**src/rtl/sdhc_pkg.sv**
```systemverilog
// shared types and constants of the slip decoder with hash check
package sdhc_pkg;

  localparam int COUNT_WIDTH = 16;
  localparam int LIMIT_WIDTH = 16;
  localparam int CAP_WIDTH   = (COUNT_WIDTH > LIMIT_WIDTH) ? COUNT_WIDTH : LIMIT_WIDTH;
  localparam int POS_WIDTH   = 16;
  localparam int ADDR_WIDTH  = 2;
  localparam int DATA_WIDTH  = 32;

  localparam logic [7:0]  SLIP_END     = 8'hC0;
  localparam logic [7:0]  SLIP_ESC     = 8'hDB;
  localparam logic [7:0]  SLIP_ESC_END = 8'hDC;
  localparam logic [7:0]  SLIP_ESC_ESC = 8'hDD;
  localparam logic [31:0] HASH_MUL     = 32'd1664525;
  localparam logic [31:0] HASH_ADD     = 32'd1013904223;
  localparam logic [CAP_WIDTH-1:0] MIN_FRAME  = CAP_WIDTH'(5);
  localparam logic [CAP_WIDTH-1:0] HASH_BYTES = CAP_WIDTH'(4);
  localparam logic [CAP_WIDTH-1:0] COUNT_MAX  =
    CAP_WIDTH'((64'd1 << COUNT_WIDTH) - 64'd1);
  localparam logic [LIMIT_WIDTH-1:0] LIMIT_RESET = LIMIT_WIDTH'(256);
  localparam logic [ADDR_WIDTH-1:0]  REG_FRAME_LIMIT = '0;

  typedef enum logic [2:0] {
    KIND_DATA     = 3'd0,
    KIND_GOOD     = 3'd1,
    KIND_SHORT    = 3'd2,
    KIND_BADHASH  = 3'd3,
    KIND_OVERFLOW = 3'd4
  } kind_t;

  typedef enum logic {
    OP_DATA = 1'b0,
    OP_END  = 1'b1
  } op_t;

  typedef struct packed {
    op_t        op;
    logic [7:0] value;
  } cmd_t;

  typedef struct packed {
    kind_t                kind;
    logic [7:0]           data_byte;
    logic [POS_WIDTH-1:0] position;
    logic [POS_WIDTH-1:0] payload_length;
  } result_t;

endpackage

```
**src/rtl/sdhc_front.sv**
```systemverilog
// front part: escape handling, byte classification and command queue
module sdhc_front (
  input  logic          clk,
  input  logic          rst,
  input  logic          push,
  input  logic [7:0]    rx_byte,
  output logic          full,
  output logic          cmd_valid,
  output sdhc_pkg::cmd_t cmd,
  input  logic          cmd_take
);
  import sdhc_pkg::*;

  logic       escape_pending;
  logic       accept;
  logic       enq;
  cmd_t       enq_cmd;
  cmd_t       slots [2];
  logic       wr_ptr;
  logic       rd_ptr;
  logic [1:0] fill;

  assign full      = (fill == 2'd2);
  assign cmd_valid = (fill != 2'd0);
  assign cmd       = slots[rd_ptr];
  assign accept    = push && !full;

  always_comb begin
    enq           = 1'b0;
    enq_cmd.op    = OP_DATA;
    enq_cmd.value = rx_byte;
    if (accept && rx_byte != SLIP_ESC) begin
      enq = 1'b1;
      if (escape_pending) begin
        if (rx_byte == SLIP_ESC_END) begin
          enq_cmd.value = SLIP_END;
        end else if (rx_byte == SLIP_ESC_ESC) begin
          enq_cmd.value = SLIP_ESC;
        end
      end else if (rx_byte == SLIP_END) begin
        enq_cmd.op = OP_END;
      end
    end
  end

  always_ff @(posedge clk) begin
    if (rst) begin
      escape_pending <= 1'b0;
      wr_ptr         <= 1'b0;
      rd_ptr         <= 1'b0;
      fill           <= 2'd0;
    end else begin
      if (accept) begin
        escape_pending <= (rx_byte == SLIP_ESC);
      end
      if (enq) begin
        wr_ptr <= ~wr_ptr;
      end
      if (cmd_take) begin
        rd_ptr <= ~rd_ptr;
      end
      fill <= fill + {1'b0, enq} - {1'b0, cmd_take};
    end
  end

  always_ff @(posedge clk) begin
    if (enq) begin
      slots[wr_ptr] <= enq_cmd;
    end
  end

endmodule

```
**src/rtl/sdhc_back.sv**
```systemverilog
// back part: frame count, hash delay line, frame check and result queue
module sdhc_back (
  input  logic                               clk,
  input  logic                               rst,
  input  logic                               cmd_valid,
  input  sdhc_pkg::cmd_t                     cmd,
  output logic                               cmd_take,
  input  logic [sdhc_pkg::LIMIT_WIDTH-1:0]   frame_limit,
  output logic                               empty,
  input  logic                               pop,
  output sdhc_pkg::result_t                  result
);
  import sdhc_pkg::*;

  logic [COUNT_WIDTH-1:0] byte_count;
  logic [31:0]            running_hash;
  logic [7:0]             recent_bytes [4];
  logic [CAP_WIDTH-1:0]   count_ext;
  logic [CAP_WIDTH-1:0]   limit_ext;
  logic [CAP_WIDTH-1:0]   cap;
  logic [31:0]            tag;
  logic [31:0]            hash_next;
  logic                   clear;
  logic                   advance;
  result_t                res;
  result_t                slots [2];
  logic                   wr_ptr;
  logic                   rd_ptr;
  logic [1:0]             fill;
  logic                   res_full;
  logic                   deq;

  assign res_full  = (fill == 2'd2);
  assign empty     = (fill == 2'd0);
  assign result    = slots[rd_ptr];
  assign deq       = pop && !empty;
  assign cmd_take  = cmd_valid && !res_full;
  assign count_ext = CAP_WIDTH'(byte_count);
  assign limit_ext = CAP_WIDTH'(frame_limit);
  assign cap       = (limit_ext < COUNT_MAX) ? limit_ext : COUNT_MAX;
  assign tag       = {recent_bytes[3], recent_bytes[2], recent_bytes[1], recent_bytes[0]};
  assign hash_next = running_hash * HASH_MUL + {24'd0, recent_bytes[0]} + HASH_ADD;

  always_comb begin
    res.kind           = KIND_DATA;
    res.data_byte      = 8'd0;
    res.position       = '0;
    res.payload_length = '0;
    clear              = 1'b0;
    advance            = 1'b0;
    unique case (cmd.op)
      OP_END: begin
        clear = 1'b1;
        if (count_ext < MIN_FRAME) begin
          res.kind = KIND_SHORT;
        end else if (tag == running_hash) begin
          res.kind           = KIND_GOOD;
          res.payload_length = POS_WIDTH'(count_ext - HASH_BYTES);
        end else begin
          res.kind = KIND_BADHASH;
        end
      end
      OP_DATA: begin
        if (count_ext >= cap) begin
          clear    = 1'b1;
          res.kind = KIND_OVERFLOW;
        end else begin
          advance       = 1'b1;
          res.data_byte = cmd.value;
          res.position  = POS_WIDTH'(byte_count);
        end
      end
      default: begin
        clear = 1'b1;
      end
    endcase
  end

  always_ff @(posedge clk) begin
    if (rst) begin
      byte_count   <= '0;
      running_hash <= '0;
      for (int i = 0; i < 4; i++) begin
        recent_bytes[i] <= 8'd0;
      end
      wr_ptr <= 1'b0;
      rd_ptr <= 1'b0;
      fill   <= 2'd0;
    end else begin
      if (cmd_take) begin
        if (clear) begin
          byte_count   <= '0;
          running_hash <= '0;
          for (int i = 0; i < 4; i++) begin
            recent_bytes[i] <= 8'd0;
          end
        end else if (advance) begin
          if (count_ext >= HASH_BYTES) begin
            running_hash <= hash_next;
          end
          recent_bytes[0] <= recent_bytes[1];
          recent_bytes[1] <= recent_bytes[2];
          recent_bytes[2] <= recent_bytes[3];
          recent_bytes[3] <= cmd.value;
          byte_count      <= byte_count + COUNT_WIDTH'(1);
        end
        wr_ptr <= ~wr_ptr;
      end
      if (deq) begin
        rd_ptr <= ~rd_ptr;
      end
      fill <= fill + {1'b0, cmd_take} - {1'b0, deq};
    end
  end

  always_ff @(posedge clk) begin
    if (cmd_take) begin
      slots[wr_ptr] <= res;
    end
  end

endmodule

```
**src/rtl/slip_decoder_with_hash_check_unit.sv**
```systemverilog
// top level of the slip decoder with frame hash check
//
// Input queue side: a raw serial byte is a request on rx_byte, taken when
// push is high and full is low. Result queue side: the oldest result sits on
// kind, data_byte, position and payload_length while empty is low, and is
// taken when pop is high. Each byte gives at most one result (escape bytes
// give none); a frame end gives good, too short or hash mismatch.
// A taken request passes the command queue of the front part and then the
// result queue of the back part before its result reaches the result ports.
// Throughput: one request per cycle while full is low, as the hash is updated
// in the same cycle in which each command is taken by the back part.
// The frame limit is written through the APB-style port at address 0.
// Reset clears both queues, the escape flag, count, hash and delay line,
// and sets the frame limit to 256. When the receiver stops popping, the
// result queue fills, the back part stops, the command queue fills and
// full rises; nothing is lost.
module slip_decoder_with_hash_check_unit (
  input  logic                              clk,
  input  logic                              rst,
  input  logic                              push,
  output logic                              full,
  input  logic [7:0]                        rx_byte,
  output logic                              empty,
  input  logic                              pop,
  output logic [2:0]                        kind,
  output logic [7:0]                        data_byte,
  output logic [sdhc_pkg::POS_WIDTH-1:0]    position,
  output logic [sdhc_pkg::POS_WIDTH-1:0]    payload_length,
  input  logic                              psel,
  input  logic                              penable,
  input  logic                              pwrite,
  input  logic [sdhc_pkg::ADDR_WIDTH-1:0]   paddr,
  input  logic [sdhc_pkg::DATA_WIDTH-1:0]   pwdata,
  output logic [sdhc_pkg::DATA_WIDTH-1:0]   prdata,
  output logic                              pready
);
  import sdhc_pkg::*;

  logic                   cmd_valid;
  cmd_t                   cmd;
  logic                   cmd_take;
  result_t                result;
  logic [LIMIT_WIDTH-1:0] frame_limit;

  assign pready = 1'b1;

  always_ff @(posedge clk) begin
    if (rst) begin
      frame_limit <= LIMIT_RESET;
    end else if (psel && penable && pwrite && pready && paddr == REG_FRAME_LIMIT) begin
      frame_limit <= pwdata[LIMIT_WIDTH-1:0];
    end
  end

  always_comb begin
    prdata = '0;
    if (paddr == REG_FRAME_LIMIT) begin
      prdata = DATA_WIDTH'(frame_limit);
    end
  end

  sdhc_front u_front (
    .clk       (clk),
    .rst       (rst),
    .push      (push),
    .rx_byte   (rx_byte),
    .full      (full),
    .cmd_valid (cmd_valid),
    .cmd       (cmd),
    .cmd_take  (cmd_take)
  );

  sdhc_back u_back (
    .clk         (clk),
    .rst         (rst),
    .cmd_valid   (cmd_valid),
    .cmd         (cmd),
    .cmd_take    (cmd_take),
    .frame_limit (frame_limit),
    .empty       (empty),
    .pop         (pop),
    .result      (result)
  );

  assign kind           = result.kind;
  assign data_byte      = result.data_byte;
  assign position       = result.position;
  assign payload_length = result.payload_length;

endmodule

```
**config.mk**
```make
export PLATFORM = sky130hd
export DESIGN_NAME = slip_decoder_with_hash_check_unit
export DESIGN_NICKNAME = d
export VERILOG_FILES = /design/src/rtl/sdhc_pkg.sv /design/src/rtl/sdhc_front.sv /design/src/rtl/sdhc_back.sv /design/src/rtl/slip_decoder_with_hash_check_unit.sv
export SDC_FILE = /design/constraint.sdc
export NUM_CORES = 1
export LEC_CHECK = 0
export BUFFER_PORTS_ARGS = -buffer_cell sky130_fd_sc_hd__buf_2
export CAP_MARGIN = 20
export CORE_MARGIN = 5
export CORE_UTILIZATION = 29
export DETAILED_ROUTE_END_ITERATION = 6
export MAX_ROUTING_LAYER = met4
export PLACE_DENSITY = 0.43
export SYNTH_ARGS = -nofsm -noshare
export SYNTH_HDL_FRONTEND = slang
export SYNTH_HIERARCHICAL = 1
export SYNTH_SLANG_ARGS = --single-unit
```
**constraint.sdc**
```tcl
create_clock -name clk -period 6.6 [get_ports clk]
set_input_delay 0.33 -clock clk [delete_from_list [all_inputs] [get_ports clk]]
set_output_delay 0.33 -clock clk [all_outputs]
set_load 0.01 [all_outputs]
```
* After elaboration in Yosys (flattened, before gate mapping)
Memories as Yosys holds them, arrays and structs flattened. A register that Yosys moved wholly into a read port is not among the register bits. Index checks and enable logic that the tools add are counted. Widths: inputs -> output; s select.
Word-level totals: register bits 73, word-level logic and storage cells 118, output and inout port bits 78, RAM bits 136, memories kept 3, input bits 49
Operators by class: $mul 1, reduce and logical (&&, ||, !) cells 17, $add $sub $neg 8, muxes and demuxes 54, equal/unequal tests 8, order comparisons 4, bitwise gates (word level) 13
Memories:
- u_back.slots | depth 2, bits a word 43, rd ports 1, clocked after Yosys merged registers in 1, write ports 1, RTL line sdhc_back.sv:26 | result_t slots [2];
- u_back.recent_bytes | depth 4, bits a word 8, rd ports 4, clocked after Yosys merged registers in 0, write ports 4, RTL line sdhc_back.sv:17 | logic [7:0] recent_bytes [4];
- u_front.slots | depth 2, bits a word 9, rd ports 1, clocked after Yosys merged registers in 1, write ports 1, RTL line sdhc_front.sv:18 | cmd_t slots [2];
Operator list (count):
- $mux 16 | 7
- $mux 32 | 3
- $mux 8 | 11
- $mux 24 | 2
- $add 32x30->32 const B | 1
- $add 32x8->32 | 1
- $eq 32x32->1 | 1
- $eq 8x8->1 const B | 4
- $mul 32x21->32 const B | 1
- $mux 1 | 25
- $add 16x1->16 const B | 1
- $ge 16x16->1 | 1
- $ge 16x3->1 const B | 1
- $lt 16x16->1 const B | 1
- $lt 16x3->1 const B | 1
- $sub 16x3->16 const B | 1
- $mux 9 | 1
- $ne 8x8->1 const B | 1
- $or 1x1->1 | 8
- $logic_and 1x1->1 | 7
- $mux 3 | 2
- $pmux 3 s2 | 1
- $reduce_bool 2->1 | 3
- $not 1->1 | 5
- other kinds (9) | 15

* Longest topological paths before layout
Gate-level depths: netlist (run 1).
word-level depth 11, gate-level depth with buffers 24, depth with buffers taken out 23

* Hierarchy
Netlist (run 1), hierarchy kept.
Modules (own cells, without submodules):
- sdhc_back | sequential area each 4524.3 um^2, instances 1, area each 15158.3 um^2, cells an instance 1449
- sdhc_front | sequential area each 660.6 um^2, instances 1, area each 1053.5 um^2, cells an instance 76
- slip_decoder_with_hash_check_unit | sequential area each 320.3 um^2, instances 1, area each 979.7 um^2, cells an instance 107

* Least setup slack after synthesis (run 1)
Ideal clock, no wire load.
path kind reg2reg, start point register u_back.running_hash[1], end point register u_back.running_hash[28], setup time 0.116 ns, required time 6.484 ns, stages on the path, launching flop included 23, arrival 6.101 ns, slack 0.383 ns, path buffers 0, period minus slack after synthesis 6.217 ns, cells stage by stage dfxtp_1 > inv_1 > ha_1 > xnor2_1 > ha_1 > fa_1 > inv_1 > fa_1 > inv_1 > fa_1 > inv_1 > fa_1 > fa_1 > inv_1 > ha_1 > and4_1 > nand2_1 > nor2_1 > a211o_1 > o221ai_2 > a21boi_0 > or3_1 > a31o_2
On the way: word-level cells in the longest chain between the ends 6
Ends and longest elaborated chain:
- start: declaration | RTL line sdhc_back.sv:16 | logic [31:0] running_hash;
- start signal: assignment | RTL line sdhc_back.sv:99 | running_hash <= hash_next;
- $mul 32x21->32 | RTL line sdhc_back.sv:42 | assign hash_next = running_hash * HASH_MUL + {24'd0, recent_bytes[0]} + HASH_ADD;
- $add 32x8->32 | RTL line sdhc_back.sv:42
- $add 32x30->32 | RTL line sdhc_back.sv:42
- $mux 32 | RTL line sdhc_back.sv:98 | if (count_ext >= HASH_BYTES) begin
- $mux 32 | RTL line sdhc_back.sv:97 | end else if (advance) begin
- $mux 32 | RTL line sdhc_back.sv:91 | if (clear) begin
Every way passes these cells. The select of a mux whose other input is x is not followed. A chain may end at the register's enable or synchronous reset.

* Worst setup path in the final report (run 1)
start point register u_back.running_hash[2], end point register u_back.running_hash[28]
The elaborated chain is that of the path after synthesis.

==> results.md, run 1 <==
- Global placer's final weighted congestion: 0.843
- Worst R2R End: u_back/running_hash[28]$_SDFFE_PP0P_
- Tcrit/Tclk final: 95.2%
- Seq pwr share: 38.8%
- Ant. Diodes: 0
- Initial antenna violation count: 0
- Critical path, cell by cell: inv_1 -> ha_1 -> inv_1 -> fa_1 -> fa_1 -> fa_1 -> inv_1 -> fa_1 -> inv_1 -> fa_1 -> inv_1 -> fa_1 -> inv_1 -> ha_1 -> a21o_1 -> a21oi_1 -> o21bai_1 -> a211o_1 -> o221ai_4 -> a21boi_0 -> or3_1 -> a31o_2
- Share of the synthesized area in the top cell type: 22.4%
- DRT Wirelength: 45.1 mm
- Total CTS buffers: 26
- Final #Nets: 2150
- Hold Path Origin: pwdata[3]
- Top Ports: 127
- Fin. max-slew vios: 0
- Hold Path End: frame_limit[3]$_SDFFE_PP0P_
- Worst path depth: 22
- Hold Crit Depth: 3
- Worst path slowest cell: fa_1
- Post-Place Setup Slack: 0.209 ns
- Tightest Hold Check Type: input pin to flip-flop
- Residual DRC: 0
- Final worst slack: 0.319 ns
- Startpoint Class: flip-flop
- Global-route usage over all layers: 14.4%
- Die Y: 253 um
- Required @ worst endpoint: 7.03 ns
- Die W: 253 um
- Die area: 64200 um2
- # fillers: 6021
- Synth area leader: edfxtp_1
- TritonRoute pass-1 iters: 4
- DR iter-0 viols: 429
- Most frequent cells in the layout: inv_1 (334), ha_1 (208), fa_1 (143)
- Post-CTS Repair Setup Buffers: 0
- Achievable Freq: 0.159 GHz
- Peak supply drop: 0.222 mV
- Dpl cell area: 18600 um2
- Relative slew slack: 36.3%
- CP Capture Type: flip-flop
- Buf+Inv Stages, Crit Path: 6
- Critical Path AT: 6.72 ns
- Layout cells sized above 1: 14.8%
- Clock-pin slew on the worst setup and hold paths: 0.06 ns
- Sequential area share after synthesis: 32.0%
- Core Area: 58900 um2
- Post-route design area: 19500 um2
- First-pass GRT wire length: 70.2 mm
- RSZ-0062 raised after global routing: no
- Synthesized area: 17200 um2
- RR Startpoint: u_back/running_hash[2]$_SDFFE_PP0P_
- Setup-failing EPs final: 0
- Power Internal: 3.19 mW
- FF+latch count, synth: 211
- Ys flop type: edfxtp_1
- Clock latency on the worst-skew pair: 0.56 ns
- Worst R2R Path Depth: 22
- Total Neg Setup Slack: 0 ns
- CTS tree: done
- Post-route ant nets: 0
- H-tree depth: 1
- P_leak: 9.05 nW
- Starting Density: 29.2%
- TritonCTS Sinks: 211
- P_sw: 1.64 mW
- CTS max path bufs: 3
- # rows: 89
- PwrDens: 247 nW/um2
- Clk Tree Root Cell: clkbuf_16
- Min Tclk post-route: 6.28 ns
- Crit Path Max Fanout: 4
- Commonest non-fill, non-tap cell in the layout: inv_1
- Hold Vio Cnt, Final: 0
- Main area contributors after synthesis: edfxtp_1 (22%), fa_1 (17%), ha_1 (15%)
- Area Growth Syn to Fin: 13.7%
- Mapped Cells: 1632
- Yosys warnings: 6
- Largest net degree at the start of global routing: 56
- Worst-Margin Slew: 0.955 ns
- Via density: 4.47
- Port Buffers: 93
- Clock power share: 28.8%
- Sw Ratio: 33.9%
- Delay-heaviest family, CP: adder cells
- EDFF count, synth: 128
- R2R Setup Slk: 0.32 ns
- Crit Path Class: flip-flop to flip-flop
- Synth async-reset ratio: 0%
- Hpwl dp: 36.2 mm
- Mean Syn Cell Area: 10.5 um2
- Combinational power share: 32.4%
- GRT Residual Overflow: 0
- Total number of vias: 11400
- Post-Route Skew: 0.0205 ns
- Status: finished, final reports clean
- DR WL/cell: 17.8 um
- Vias in the first global route: 12100
- Max incr delay on CP: 0.55 ns
- Maximum Capacitance Violations: 0
- Unique cell type count in the Yosys netlist: 68
-- worst register-to-register path: cells and delay by family (launching register included) --
kind                       cells  cell delay (ns)
adders and majority gates      8             3.78
AOI/OAI and AO/OA              7             1.38
buffers and inverters          6             0.40
DFF                            1             0.33
and+or+nand+nor                1             0.32
-- area by class of cell --
cell class                      instances  area [um2]  area share, %
Clock buffer                           35         714           3.66
Clock inverter                         13         119          0.608
Inverter                              335        1260           6.43
Multi-Input combinational cell       1034       10100           51.9
Sequential cell                       211        5510           28.2
Tap cell                              773         967           4.95
Timing Repair Buffer                  141         836           4.28
-- cell families after synthesis --
kind of cell | after synthesis | synth area share (%)
XOR/XNOR | 111 | 5.66
AO/OA/AOI/OAI | 148 | 5.95
AND/OR/NAND/NOR | 335 | 10.4
adder cells (fa/ha/maj) | 352 | 31.9
flip-flops | 211 | 32.0
multiplexers | 71 | 4.56
other | 2 | 0.0437
buffers and inverters | 402 | 9.51
-- flip-flops by register name, summed over array words and instances, names as in the netlist, named ones only --
name                    flops
u_back/slots               86
u_front/slots              18
u_back/byte_count          16
u_front/fill                2
u_front/escape_pending      1
frame_limit                16
u_front/wr_ptr              1
u_front/rd_ptr              1
u_back/wr_ptr               1
u_back/recent_bytes        32
u_back/fill                 2
u_back/rd_ptr               1
u_back/running_hash        32
-- power by group through the flow --
stage,registers [mW],logic [mW],clock network [mW]
floorplan,1.87,1.06,0
global placement,1.89,1.60,0
detailed placement,1.90,1.60,0
CTS,1.88,1.61,1.44
global route,1.90,1.73,1.50
finish,1.87,1.57,1.39
-- routing by layer --
metal  wire (um)  GRT usage (%)  vias to the layer above  share of wire (%)
met3        1690           1.65                       37                3.7
met4         712           2.62                        0                1.6
li1            -              -                     5533                  -
met2       21400           23.1                      174                 47
met5           0              -                        -                  0
met1       21300           20.1                     5620                 47
-- synth_stat cells (13+ instances only) --
library cell	instances
fa_1	143
nand2b_1	36
nand3_1	27
nand4_1	13
mux2i_1	16
xor2_1	26
and2_1	45
ha_1	209
buf_4	22
clkbuf_1	33
nand2_1	40
edfxtp_1	128
and3_1	31
nor2_1	88
xnor2_1	85
inv_1	334
dfxtp_1	83
o21ai_0	20
mux2_2	54
a21oi_1	41
a22oi_1	20
-- repair_timing --
action / in CTS / in global routing
hold buffers: 4 / 0
gates resized for setup: 0 / 6
endpoints found under the hold margin: 8 / 0
endpoints found under the setup margin: 0 / 4
-- metrics by stage --
step           power, mW  hold slack, ns  cells  utilization (%)
2_1_floorplan       2.93           0.399   1647                -
3_3_place_gp        3.49           0.474   2490             31.6
3_5_place_dp        3.50           0.477   2490             31.6
4_1_cts             4.93         0.00256   2542             33.1
5_1_grt             5.14         0.00876   2542             33.2
6_report            4.83          0.0336   2542             33.2
-- how the worst max path moves through the flow --
| stage | from | end |
|---|---|---|
| 2_1_floorplan | u_back/running_hash[1]$_SDFFE_PP0P_ | u_back/running_hash[28]$_SDFFE_PP0P_ |
| 3_3_place_gp | u_back/running_hash[2]$_SDFFE_PP0P_ | u_back/running_hash[28]$_SDFFE_PP0P_ |
| 3_5_place_dp | u_back/running_hash[2]$_SDFFE_PP0P_ | u_back/running_hash[28]$_SDFFE_PP0P_ |
| 4_1_cts | u_back/running_hash[3]$_SDFFE_PP0P_ | u_back/running_hash[28]$_SDFFE_PP0P_ |
| 5_1_grt | u_back/running_hash[2]$_SDFFE_PP0P_ | u_back/running_hash[28]$_SDFFE_PP0P_ |
| 6_report | u_back/running_hash[2]$_SDFFE_PP0P_ | u_back/running_hash[28]$_SDFFE_PP0P_ |
No activity file was read; power rests on OpenSTA's default activity.
==> run 2, diff against run 1 <==
--- a/config.mk
+++ b/config.mk
@@ -5,6 +5,7 @@
 export SDC_FILE = /design/constraint.sdc
 export NUM_CORES = 1
 export LEC_CHECK = 0
+export ABC_AREA = 1
 export BUFFER_PORTS_ARGS = -buffer_cell sky130_fd_sc_hd__buf_2
 export CAP_MARGIN = 20
 export CORE_MARGIN = 5
@@ -16,3 +17,4 @@
 export SYNTH_HDL_FRONTEND = slang
 export SYNTH_HIERARCHICAL = 1
 export SYNTH_SLANG_ARGS = --single-unit
+export TNS_END_PERCENT = 5
==> run 2 against run 1 <==
Power is 5.0% higher; synthesized cell count is 26% higher; critical endpoint is now u_back/running_hash[31]$_SDFFE_PP0P_; worst hold slack better by 0.060 ns; setup slack better by 0.0066 ns; largest power group unchanged; register-to-register slack hardly changed; die area is 5.0% higher; clock skew is 0.0027 ns higher; highest routed layer unchanged.
==> results.md, run 2 <==
- DRT Wirelength: 52.3 mm
- Die area: 67500 um2
- Total CTS buffers: 26
- FF+latch count, synth: 211
- Starting Density: 29.3%
- Maximum Capacitance Violations: 0
- Crit Path Max Fanout: 4
- Initial antenna violation count: 0
- Worst path slowest cell: fa_1
- Post-CTS Repair Setup Buffers: 0
- GRT Residual Overflow: 0
- Achievable Freq: 0.159 GHz
- Final Hold Slack: 0.0938 ns
- PwrDens: 248 nW/um2
- DR iter-0 viols: 664
- Peak supply drop: 0.245 mV
- Post-route ant nets: 0
- Max incr delay on CP: 0.57 ns
- # fillers: 6585
- EDFF count, synth: 128
- Port Buffers: 93
- Clock-pin slew on the worst setup and hold paths: 0.06 ns
- Commonest non-fill, non-tap cell in the layout: inv_1
- First-pass GRT wire length: 80.4 mm
- Relative slew slack: 23.7%
- Most common cell on crit path: fa_1
- Unique cell type count in the Yosys netlist: 50
- Buf+Inv Stages, Crit Path: 4
- Synthesized area: 18100 um2
- Synth async-reset ratio: 0%
- Synth area leader: edfxtp_1
- Tcrit/Tclk final: 95.1%
- Mapped Cells: 2051
- Final #Nets: 2563
- Largest regs: u_back/slots: 86 flops, u_back/recent_bytes: 32 flops, u_back/running_hash: 32 flops
- Total design power: 5.07 mW
- Required @ worst endpoint: 7.02 ns
- H-tree depth: 1
- Via density: 4.46
- Critical path, cell by cell: inv_1 -> ha_1 -> inv_1 -> fa_1 -> inv_1 -> fa_1 -> fa_1 -> fa_1 -> fa_1 -> inv_1 -> fa_1 -> ha_1 -> a21oi_1 -> o21ai_0 -> a21oi_1 -> nand2_1 -> a21oi_1 -> nand3_1 -> nand3_1 -> a21oi_1
- Post-Route Skew: 0.0232 ns
- Tightest Hold Check Type: input pin to flip-flop
- DR WL/cell: 17.3 um
- TritonCTS Sinks: 211
- Most frequent cells in the layout: inv_1 (491), nand2_1 (245), nor2_1 (209), ha_1 (209), fa_1 (143)
- Yosys warnings: 6
- Global-route usage over all layers: 15.8%
- Vias in the first global route: 13800
- Fin. max-slew vios: 0
- Post-synth top cells: inv_1 (491), nand2_1 (245), nor2_1 (211), ha_1 (209), fa_1 (143)
- Die Y: 260 um
- Sequential area share after synthesis: 30.4%
- Crit Path Class: flip-flop to flip-flop
- Critical Path AT: 6.70 ns
- Core Area: 61700 um2
- RSZ-0062 raised after global routing: no
- CTS max path bufs: 3
- TritonRoute pass-1 iters: 4
- Hpwl dp: 42.4 mm
- Share of the synthesized area in the top cell type: 21.3%
- Largest net degree at the start of global routing: 44
- Top reg by flops: u_back/slots
- Area Growth Syn to Fin: 13.2%
- Total Neg Setup Slack: 0 ns
- RR Startpoint: u_back/running_hash[10]$_SDFFE_PP0P_
- Mean Syn Cell Area: 8.82 um2
- # rows: 91
- Worst-Margin Slew: 1.14 ns
- Delay-heaviest family, CP: adder cells
- Residual DRC: 0
- Clock latency on the worst-skew pair: 0.57 ns
- Die W: 260 um
- Clk Tree Root Cell: clkbuf_16
- Status: finished, final reports clean
- Hold Vio Cnt, Final: 0
- Total number of vias: 13500
- CTS tree: done
- Startpoint Class: flip-flop
- Crit path from: u_back/running_hash[10]$_SDFFE_PP0P_
- Global placer's final weighted congestion: 0.900
- Min Tclk post-route: 6.27 ns
- Number of flip-flops in the largest register: 86
- Ys flop type: edfxtp_1
- Hold Path Origin: pwdata[15]
- Main area contributors after synthesis: edfxtp_1 (21%), fa_1 (16%), ha_1 (14%)
- P_leak: 9.91 nW
- Setup-failing EPs final: 0
- Top Ports: 127
- Layout cells sized above 1: 12.6%
- Ant. Diodes: 0
- CP Capture Type: flip-flop
- Top-count cell post-synth: inv_1
==> run 2: cell count changes in the layout (fill, tap and decap cells not counted), moves of 49 or more <==
cell     delta
a21oi_1    +49
nand2_1   +205
nor2_1    +122
xnor2_1    -72
inv_1     +157
nand3_1    +96
==> run 2: cell families after synthesis <==
family	synth area share, %
flops	30.4
buf+inv	12.2
other cells	0.0415
mux	3.24
simple gates	16.4
fa+ha+maj	30.3
compound gates	5.08
xor+xnor	2.32
==> run 2: where the power goes <==
| group | switching (mW) | internal [mW] | leakage (nW) |
|---|---|---|---|
| Clock | 0.595 | 0.823 | 0.404 |
| Sequential | 0.123 | 1.76 | 1.92 |
| Combinational | 1.15 | 0.625 | 7.58 |
| Total | 1.86 | 3.21 | 9.91 |
==> run 2: cell type report <==
cell class	instances	area, um2	share of cell area, %
Inverter	501	1890	9.21
Clock buffer	38	747	3.65
Clock inverter	10	88.8	0.434
Tap cell	837	1050	5.12
Multi-Input combinational cell	1298	10500	51.1
Timing Repair Buffer	124	731	3.57
Sequential cell	211	5510	26.9
==> run 2: worst register-to-register path: stages (launching register included) <==
cell     delay, ns
dfxtp_1       0.44
inv_1         0.15
ha_1          0.45
inv_1         0.13
fa_1          0.51
inv_1         0.06
fa_1          0.53
fa_1          0.54
fa_1          0.52
fa_1          0.57
inv_1         0.06
fa_1          0.53
ha_1          0.39
a21oi_1       0.24
o21ai_0       0.14
a21oi_1       0.19
nand2_1       0.07
a21oi_1       0.29
nand3_1       0.13
nand3_1       0.09
a21oi_1       0.08
==> run 2: metrics by stage <==
step / utilization (%) / instances / area [um2] / setup WS [ns]
2_1_floorplan: - / 2066 / 18100 / 0.465
3_3_place_gp: 31.7 / 2965 / 19500 / 0.396
3_5_place_dp: 31.7 / 2965 / 19500 / 0.421
4_1_cts: 33.1 / 3018 / 20400 / 0.380
5_1_grt: 33.2 / 3019 / 20500 / 0.0439
6_report: 33.2 / 3019 / 20500 / 0.325
==> run 2: layer usage <==
metal / GRT usage, % / routed length (um) / vias up / share of wire (%)
li1: - / - / 6622 / -
met1: 21.1 / 24400 / 6587 / 47
met5: - / 0 / - / 0
met2: 26.2 / 25300 / 192 / 48
met4: 3.23 / 1020 / 0 / 1.9
met3: 1.63 / 1600 / 60 / 3.1
==> run 2: timing repair <==
| item | CTS | global route |
|---|---|---|
| hold buffers | 5 | 0 |
| resized for setup | 0 | 0 |
| endpoints found under the hold margin | 9 | 0 |
==> run 2: worst paths after layout <==
| path | endpoint | slack (ns) | depth (start not counted) |
|---|---|---|---|
| min reg2reg | u_back/rd_ptr$_SDFFE_PP0P_ | 0.46 | 1 |
| max reg2reg | u_back/running_hash[31]$_SDFFE_PP0P_ | 0.33 | 20 |
| min | frame_limit[15]$_SDFFE_PP0P_ | 0.09 | 5 |
| max | u_back/running_hash[31]$_SDFFE_PP0P_ | 0.33 | 20 |
==> run 3, diff against run 2 <==
--- a/config.mk
+++ b/config.mk
@@ -15,6 +15,5 @@
 export PLACE_DENSITY = 0.43
 export SYNTH_ARGS = -nofsm -noshare
 export SYNTH_HDL_FRONTEND = slang
-export SYNTH_HIERARCHICAL = 1
 export SYNTH_SLANG_ARGS = --single-unit
 export TNS_END_PERCENT = 5
==> constraint.sdc (replaced) <==
create_clock -name clk -period 6.6 [get_ports clk]
set_input_delay 0.66 -clock clk [delete_from_list [all_inputs] [get_ports clk]]
set_output_delay 0.66 -clock clk [all_outputs]
set_load 0.01 [all_outputs]
==> run 3 against run 2 <==
Synthesized cell count fell by 5.9%; cell area down 2.8%; fmax increased by 1.9%; non-clock buffer count down 2; setup slack better by 0.12 ns; critical path type unchanged; largest power group is now combinational cells; highest routed layer unchanged.
==> results.md, run 3 <==
- Status: finished, final reports clean
- Mean Syn Cell Area: 9.13 um2
- Achievable Freq: 0.162 GHz
- Number of flip-flops in the largest register: 86
- Top-count cell post-synth: inv_1
- Seq pwr share: 20.8%
- Crit Path Max Fanout: 6
- Die area: 65800 um2
- Final #Nets: 2441
- Global-route usage over all layers: 15.8%
- Hold-fix buffers at CTS: 0
- Residual DRC: 0
- Synth area leader: edfxtp_1
- Crit Path Class: flip-flop to flip-flop
- FF+latch count, synth: 211
- Sw Ratio: 50.0%
- Die Y: 257 um
- Largest regs: u_back.slots: 86 flops, u_back.recent_bytes: 32 flops, u_back.running_hash: 32 flops
- Top Ports: 127
- Hold Vio Cnt, Final: 0
- TritonCTS Sinks: 211
- Core Area: 60200 um2
- Ys flop type: edfxtp_1
- Post-layout util: 33.0%
- Startpoint Class: flip-flop
- Post-synth top cells: inv_1 (431), nand2_1 (240), ha_1 (209), nor2_1 (174), fa_1 (143)
- Port Buffers: 93
- # fillers: 6210
- P_sw: 4.75 mW
- Most frequent cells in the layout: inv_1 (431), nand2_1 (240), ha_1 (209)
- Die W: 257 um
- Setup-failing EPs final: 0
- Share of the synthesized area in the top cell type: 21.8%
- Vias in the first global route: 13100
- Commonest non-fill, non-tap cell in the layout: inv_1
- Combinational power share: 64.5%
- First-pass GRT wire length: 79.6 mm
- Total design power: 9.50 mW
- Via density: 4.48
- Synthesized area: 17600 um2
- CP Capture Type: flip-flop
- Worst-Margin Slew: 0.937 ns
- Largest net degree at the start of global routing: 37
- # resized after CTS: 0
- Dpl cell area: 19100 um2
- CTS tree: done
- RSZ-0062 raised after global routing: no
- H-tree depth: 1
- Tcrit/Tclk final: 93.3%
- # rows: 90
- Critical Path AT: 6.54 ns
- Total number of vias: 12700
- Multi-input gate area: 10200 um2
- PwrDens: 478 nW/um2
- Yosys warnings: 0
- Top reg by flops: u_back.slots
- DR WL/cell: 17.9 um
- Peak supply drop: 0.248 mV
- Total Neg Setup Slack: 0 ns
- TritonRoute pass-1 iters: 6
- CTS max path bufs: 3
- P_leak: 9.39 nW
- Clock latency on the worst-skew pair: 0.54 ns
- Clock-pin slew on the worst setup and hold paths: 0.06 ns
- Global placer's final weighted congestion: 0.959
- Relative slew slack: 37.5%
- Initial antenna violation count: 0
- Synth async-reset ratio: 0%
- Post-Route Skew: 0.0225 ns
- Clk Tree Root Cell: clkbuf_16
- Maximum Capacitance Violations: 0
- Min Tclk post-route: 6.16 ns
- Worst path slowest cell: fa_1
- Power Internal: 4.75 mW
- Clock power share: 14.7%
- Max incr delay on CP: 0.56 ns
- Placed cells: 2794
- Post-route design area: 19900 um2
- Ant. Diodes: 0
- Starting Density: 29.3%
- Tightest Hold Check Type: input pin to flip-flop
- Critical path, cell by cell: inv_2 -> ha_1 -> xor2_1 -> inv_1 -> ha_1 -> o21bai_1 -> fa_1 -> fa_1 -> inv_1 -> fa_1 -> inv_1 -> fa_1 -> inv_1 -> fa_1 -> inv_1 -> ha_1 -> a21oi_1 -> o21ai_0 -> a21oi_1 -> o21ai_0 -> a21oi_1 -> nand3_1 -> nand3_1 -> a21oi_1
- Sequential area share after synthesis: 31.2%
- Main area contributors after synthesis: edfxtp_1 (22%), fa_1 (16%), ha_1 (15%)
- Area Growth Syn to Fin: 12.8%
- EDFF count, synth: 128
- Layout cells sized above 1: 12.4%
- Fin. max-slew vios: 0
- Mapped Cells: 1930
- Total CTS buffers: 25
- Post-CTS Repair Setup Buffers: 0
- Reg area: 5510 um2
- DR iter-0 viols: 779
- Post-route ant nets: 0
- Required @ worst endpoint: 6.99 ns
- Post-Layout Cell Count: 2841
- Hpwl dp: 42.2 mm
- DRT Wirelength: 50.9 mm
- GRT Residual Overflow: 0
- Unique cell type count in the Yosys netlist: 57
## run 3: cell types whose count changed in the layout (fill, tap and decap cells not counted), sizes merged, moves of 11 or more
cell / before / now
inv: 501 / 446
nand2: 257 / 243
o21ai: 37 / 69
nor2: 227 / 190
nand3: 127 / 49
a21oi: 92 / 105
nor3: 15 / 26
## run 3: area by class of cell
type                       count  area share [%]
sequential                   211            27.7
multi-input combinational   1235            51.3
tap                          782            4.92
clock inverter                10           0.673
clock buffer                  36            3.40
inverter                     445            8.40
timing repair buffer         122            3.57
## run 3: routing by layer
metal | track usage, % | vias up | share of wire [%]
met2 | 25.1 | 202 | 46
met5 | - | - | 0
met3 | 1.54 | 51 | 3.1
li1 | - | 6315 | -
met1 | 22.6 | 6156 | 49
met4 | 2.48 | 0 | 1.6
## run 3: worst max-delay path: cells and delay by family (launching register included)
family	cells	cell delay, ns
flops	1	0.32
buf+inv	6	0.49
fa+ha+maj	8	3.50
xor+xnor	1	0.19
compound gates	7	1.29
simple gates	2	0.21
## run 3: path summary, 6_finish.rpt
kind | from | cells after the start | slack, ns | to
hold reg to reg | u_back.rd_ptr$_SDFFE_PP0P_ | 1 | 0.45 | flip-flop
setup reg to reg | u_back.running_hash[2]$_SDFFE_PP0P_ | 24 | 0.44 | u_back.running_hash[31]$_SDFFE_PP0P_
setup / recovery | u_back.running_hash[2]$_SDFFE_PP0P_ | 24 | 0.44 | u_back.running_hash[31]$_SDFFE_PP0P_
hold / removal | rx_byte[6] | 1 | 0.35 | u_front.slots[1][6]$_DFFE_PP_
## run 3: through the flow
step	hold WS, ns	worst slack, ns
2_1_floorplan	0.426	0.547
3_3_place_gp	0.436	0.409
3_5_place_dp	0.436	0.472
4_1_cts	0.329	0.443
5_1_grt	0.328	0.118
6_report	0.352	0.443
## run 3: logic make-up (layout without fill, tap and decap cells)
logic type               Yosys count  in the layout  share of synthesized area [%]
buffers and inverters            499            613                           11.3
adder cells (fa/ha/maj)          352            352                           31.1
AO/OA/AOI/OAI                    210            210                           6.62
flip-flops                       211            211                           31.2
multiplexers                      51             51                           3.20
AND/OR/NAND/NOR                  553            553                           14.0
other                              2             17                         0.0426
XOR/XNOR                          52             52                           2.58
## run 3: power groups by stage
stage                     clock, mW  combinational [mW]  sequential (mW)
after floorplan                   0                4.26             1.94
after global placement            0                6.16             2.00
after detailed placement          0                6.15             2.01
after CTS                      1.43                6.21             1.98
after global routing           1.49                6.96             2.01
final                          1.39                6.13             1.98
